`src/design/wildcard_fragment_signature_scan_top_defines.svh`:
```
// Assertion macros for the wildcard fragment signature scanner.
// Used by the top level; needs no other file.
`ifndef WILDCARD_FRAGMENT_SIGNATURE_SCAN_TOP_DEFINES_SVH
`define WILDCARD_FRAGMENT_SIGNATURE_SCAN_TOP_DEFINES_SVH
// Property checked each rising edge, masked during reset.
`define WFSS_ASSERT(lbl, clk, rstn, prop, msg) \
    lbl: assert property (@(posedge clk) disable iff (!rstn) (prop)) else $error(msg);
// Same, but also checked while reset is applied.
`define WFSS_ASSERT_ALWAYS(lbl, clk, prop, msg) \
    lbl: assert property (@(posedge clk) (prop)) else $error(msg);
`endif

```
`src/design/wfss_pkg.sv`:
```
// Shared constants and codes of the wildcard fragment signature scanner.
// No dependencies.
package wfss_pkg;
    localparam int MAX_FRAGMENTS    = 8;
    localparam int MAX_FRAGMENT_LEN = 32;
    localparam int POSITION_BITS    = 16;
    localparam int TOK_W    = 9;
    localparam int ROW_W    = TOK_W * MAX_FRAGMENT_LEN;
    localparam int ROW_AW   = $clog2(MAX_FRAGMENTS);
    localparam int LANE_AW  = $clog2(MAX_FRAGMENT_LEN);
    localparam int LEN_W    = $clog2(MAX_FRAGMENT_LEN + 1);
    localparam int CNT_W    = $clog2(MAX_FRAGMENTS + 1);
    localparam logic [1:0] CMD_CLEAR  = 2'd0;
    localparam logic [1:0] CMD_APPEND = 2'd1;
    localparam logic [1:0] CMD_SCAN   = 2'd2;
endpackage

```
`src/design/wfss_token_ram.sv`:
```
// Pattern token store: one row per fragment, one token lane written at a time.
// Registered row read with write-to-read forwarding; uses wfss_pkg.
module wfss_token_ram
    import wfss_pkg::*;
(
    input  logic                 i_clk,
    input  logic                 i_we,
    input  logic [ROW_AW-1:0]    i_wrow,
    input  logic [LANE_AW-1:0]   i_wlane,
    input  logic [TOK_W-1:0]     i_wtok,
    input  logic [ROW_AW-1:0]    i_rrow,
    output logic [ROW_W-1:0]     o_rdata
);
    logic [ROW_W-1:0] mem [MAX_FRAGMENTS];
    logic [ROW_W-1:0] r_rdata;
    logic [ROW_W-1:0] fwd_row;

    // lane write
    always_ff @(posedge i_clk) begin
        if (i_we) begin
            mem[i_wrow][i_wlane*TOK_W +: TOK_W] <= i_wtok;
        end
    end

    // read row, merging a same-cycle lane write into it
    always_comb begin
        fwd_row = mem[i_rrow];
        if (i_we && i_wrow == i_rrow) begin
            fwd_row[i_wlane*TOK_W +: TOK_W] = i_wtok;
        end
    end

    // registered row read
    always_ff @(posedge i_clk) begin
        r_rdata <= fwd_row;
    end

    assign o_rdata = r_rdata;
endmodule

```
`config.mk`:
```
export PLATFORM = sky130hd
export DESIGN_NAME = wfss_token_ram
export DESIGN_NICKNAME = d
export VERILOG_FILES = /design/src/design/wildcard_fragment_signature_scan_top_defines.svh /design/src/design/wfss_pkg.sv /design/src/design/wfss_token_ram.sv
export SDC_FILE = /design/constraint.sdc
export NUM_CORES = 2
export LEC_CHECK = 0
export BUFFER_PORTS_ARGS = -buffer_cell sky130_fd_sc_hd__buf_2
export CAP_MARGIN = 20
export CORE_MARGIN = 1.5
export CORE_UTILIZATION = 40
export DETAILED_ROUTE_END_ITERATION = 10
export SYNTH_ARGS = -nofsm -noshare
export SYNTH_HDL_FRONTEND = slang
export SYNTH_SLANG_ARGS = --single-unit
```
`constraint.sdc`:
```
create_clock -name i_clk -period 4.3 [get_ports i_clk]
set_input_delay 0.86 -clock i_clk [delete_from_list [all_inputs] [get_ports i_clk]]
set_output_delay 0.86 -clock i_clk [all_outputs]
set_load 0.1 [all_outputs]
```
Word-level counts from Yosys, hierarchy flattened
Memories as Yosys holds them, arrays and structs flattened.
Cells that the tools add are included.
W data, S select, Z words.

storage, ports and cells
  register bits after elaboration = 288
  RAM bits = 2304
  input bits = 22
  output and inout port bits = 288
  memories kept = 1

memories
  name  words  width  read ports  clocked after Yosys merged registers in  write ports  line                  text
  mem   8      288    1           0                                        1            wfss_token_ram.sv:14  logic [ROW_W-1:0] mem [MAX_FRAGMENTS];

operators by class
  $add $sub $neg = 1
  multiply operators = 1
  equality and inequality tests = 1
  shifts and indexed selects = 2
  multiplexer cells = 4
  reductions and logical operators = 1

operator list
  kind                        number
  $mux W288                   2
  $bwmux W288                 1
  $shift A9 B34 Y288 const A  1
  $shiftx A9 B34 Y288         1
  $neg A9 Y34                 1
  $mul A5 B4 Y9 const B       1
  $eq A3 B3 Y1                1
  $logic_and A1 B1 Y1         1
  $mux W1                     1

Logic depth before layout (Yosys ltp)
  depth after elaboration = 5
  depth in mapped cells = 10
  mapped depth without buffers = 6

Worst setup path after synthesis
Ideal clock, no wire load.

  path type = input to register
  start = input i_wlane[0]
  end = memory mem[0][216] (netlist bit), enable pin
  arrival = 3.149 ns
  required time = 3.913 ns
  path slack = 0.764 ns
  stages on the path = 10
  path buffers = 4
  path through = buf_2 > inv_1 > ha_1 > buf_2 > o21ba_2 > o211ai_2 > and2_1 > buf_2 > buf_2 > nor3_1

between the ends
  cells in the longest elaborated chain, start to end = 4

ends and longest elaborated chain
  element                          line                  text
  from (decl)                      wfss_token_ram.sv:9   input logic [LANE_AW-1:0] i_wlane,
  $mul A5 B4 Y9                    wfss_token_ram.sv:21  mem[i_wrow][i_wlane*TOK_W +: TOK_W] <= i_wtok;
  $neg A9 Y34                      wfss_token_ram.sv:21
  $shift A9 B34 Y288               wfss_token_ram.sv:21
  $mux W288 (implied by the code)  wfss_token_ram.sv:21
  to (decl)                        wfss_token_ram.sv:14

No other way between the ends.

Final worst setup path
  start = input i_wlane[0]
  end = memory mem[4][225] (netlist bit), enable pin

Same word-level chain as after synthesis.

==> key figures <==
Critical path
  – Register-to-Register Path Depth: 4
  – CP arrival: 3860 ps
  – Reg2Reg Capture Point: o_rdata[85]$_DFF_P_
  – FF-to-FF Start: mem[3][85]$_DFFE_PP_
  – Crit-path most repeated cell: buf_4
  – CP max-delay cell: xnor2_1
  – Kind of critical path: primary input to flop
  – R2R setup slack: 2580 ps
  – Crit path cell chain: buf_2 -> inv_1 -> ha_1 -> xnor2_1 -> buf_4 -> nand3_1 -> buf_4 -> or2_2 -> nor2_1 -> buf_4
  – Worst setup EP type: flop
  – Critical Path RT: 4920 ps
  – Crit-path max FO: 25
  – Beginning of the critical path: i_wlane[0]
  – CP max stage delay: 650 ps
  – Worst Setup Start Kind: primary input

Synthesis
  – Syn nets: 4,988
  – Post-synthesis simple-gate area fraction: 3.851%
  – Post-synthesis mux area share: 18.88%
  – Adder-Cell Fraction of Synth Area: 0.05016%
  – Synth warnings: 0
  – Synth async-reset ratio: 0%
  – Top cell type's share of synthesized area: 69.35%
  – XOR/XNOR Fraction of Synth Area: 0.09531%
  – EDFF count, synth: 2,304
  – Mapped Area: 0.09977 mm²
  – Largest family of logic cells by synthesized area: multiplexers
  – Post-Syn Instances: 4,962
  – Seq/Total Area, Yosys: 75.13%
  – Synth top area cells: edfxtp_1, mux4_2, dfxtp_1
  – Synth Area in Compound Gates: 0.4101%
  – Cell variety after synth: 51
  – Biggest area consumer among synthesized cells: edfxtp_1
  – Seq cells post-synth: 2,592
  – Synth Area per Inst: 20.11 µm²
  – Post-synth top flop: edfxtp_1

Flow run
  – Max Cap Viol: 0

Timing
  – Final critical-path share of the clock period: 75.37%
  – Setup TNS: 0 ps
  – Worst slew margin: 30.74%
  – Fin. max-slew vios: 0
  – Worst setup margin: 1059 ps
  – Clock Skew: 65.30 ps
  – Fmax: 308.6 MHz
  – Period minus WS final: 3241 ps
  – RSZ-0062 raised after global routing: false
  – Worst Tran Pin Value: 1039 ps
  – # setup viols final: 0
  – Final hold viol count: 0

Place
  – Place WS: 168.2 ps
  – Buffers on Ports: 309
  – Final HPWL DP: 173.5 mm
  – Routability congestion estimate: 0.8207

Clocking
  – Num CTS Buffers: 291
  – Clock tree buffer depth: 4
  – Cts repair resizes: 0
  – H-tree depth: 5
  – Sink Count: 2,592
  – # Post-CTS Setup Buffers: 0
  – Clk Tree Root Cell: clkbuf_16
  – Worst skew pair latency: 920 ps
  – CTS tree: built
  – CTS clock-pin slew for the worst setup and hold paths: 60 ps
  – Hold-fix buffers at CTS: 0

Floorplanning
  – IO Pins: 310
  – Die H: 502.4 µm
  – Core area: 0.2482 mm²
  – Die W: 502.4 µm
  – Initial Utilization: 40.20%
  – Std-Cell Rows: 183
  – DIE AREA: 0.2524 mm²

Routing
  – Top Metal Used: met5
  – Vias per cell: 5.571
  – DR iter-0 viols: 5,679
  – Met3 wire length: 23.57 mm
  – Metal1 wirelength: 114.6 mm
  – Met2 wire length: 126.0 mm
  – Via count: 51,327
  – Antenna Nets Post-Route: 0
  – DR WL/cell: 29.44 µm
  – WL final: 271.2 mm
  – DRC viols: 0
  – Iteration count of the initial detailed-routing pass: 6

Pwr
  – PwrDens: 455.3 mW/mm²
  – Worst IR drop on VDD: 460.1 µV
  – Leak: 0.03191 µW

GRT
  – First-pass GRT wire length: 383.1 mm
  – GRT Residual Overflow: 0
  – GRT Overall Usage: 21.35%
  – Initial antenna violation count: 29
  – Largest net degree at the start of global routing: 137
  – Vias in the first global route: 51,553

Worst hold path
  – Worst Hold Depth: 3
  – Hold Path End: o_rdata[128]$_DFF_P_
  – Tightest Hold Check Type: primary input to flop
  – Worst hold start: i_rrow[2]

Layout
  – Commonest non-fill, non-tap cell in the layout: edfxtp_1
  – Commonest cells after routing, fill and taps aside: edfxtp_1, mux4_2, mux2i_1
  – Area of the multi-input gates: 0.02351 mm²
  – Final Net Count: 5,674
  – Layout area overhead: 17.54%
  – Layout cells sized above 1: 33.04%
  – Reg area: 0.07495 mm²
  – Filler instances: 20,636

Outcome
  – Status: completed
-- worst max-delay path: cells and delay by family --
family | cells | cell delay, ps
AND/OR/NAND/NOR | 3 | 950
buffers and inverters | 5 | 1080
adder cells (fa/ha/maj) | 1 | 310
XOR/XNOR | 1 | 650
-- sequential cells by signal, summed over array words and instances, names as in the netlist --
name / flops
mem: 2304
o_rdata: 288
-- metal layers --
| metal | global-route usage, % | vias up |
|---|---|---|
| met2 | 32.96 | 2324 |
| li1 | - | 21444 |
| met1 | 30.76 | 27154 |
| met5 | 0 | - |
| met3 | 4.196 | 403 |
| met4 | 6.235 | 2 |
-- how the worst max path moves through the flow --
stage,end,slack [ps],cells past startpoint
after CTS,mem[4][225]$_DFFE_PP_,1140,10
after global placement,mem[4][187]$_DFFE_PP_,120,7
final,mem[4][225]$_DFFE_PP_,1060,10
after floorplan,mem[0][216]$_DFFE_PP_,760,10
after detailed placement,mem[4][232]$_DFFE_PP_,170,10
after global routing,mem[5][12]$_DFFE_PP_,1000,9
-- logic make-up (layout without fill, tap and decap cells) --
kind of cell,count (synthesis),after routing
compound gates,42,42
xor+xnor,10,10
fa+ha+maj,4,4
flops,2592,2592
buf+inv,371,1272
mux,1143,1143
other cells,0,20
simple gates,800,800
-- synthesized netlist by cell type, drive strengths merged, types with 7 or more instances --
library cell and number:
a21oi 9, nor3 197, mux4 576, dfxtp 288
clkbuf 216, or2 8, mux2 126, nor2 271
buf 151, xnor2 7, mux2i 441, nand3 117
edfxtp 2304, a211oi 22, and3 77, and2 40
nand2 66
-- through the flow --
stage / util (%) / std cells / power (µW) / hold slack (ps) / area [µm²]
floorplan: - / 4962 / 28910 / 695.4 / 99770
global placement: 43.51 / 8683 / 29710 / 707.7 / 108000
detailed placement: 43.51 / 8685 / 29730 / 721.4 / 108000
CTS: 47.23 / 9193 / 53790 / 418.0 / 117200
global route: 47.23 / 9199 / 54820 / 476.5 / 117200
finish: 47.25 / 9213 / 53390 / 480.8 / 117300
-- cell type report --
cell class	count	area share, %
diodes	20	0.04268
clock buffers	391	6.807
clock inverters	117	1.058
inverters	4	0.01280
multi-input cells	1999	20.04
flip-flops and latches	2592	63.91
well taps	3330	3.553
repair buffers	760	4.569
-- report_power, final --
group | internal, µW | switching (µW)
registers | 27200 | 33.1
clock network | 14400 | 9760
logic | 531 | 1440
No activity file was read; power rests on OpenSTA's default activity.
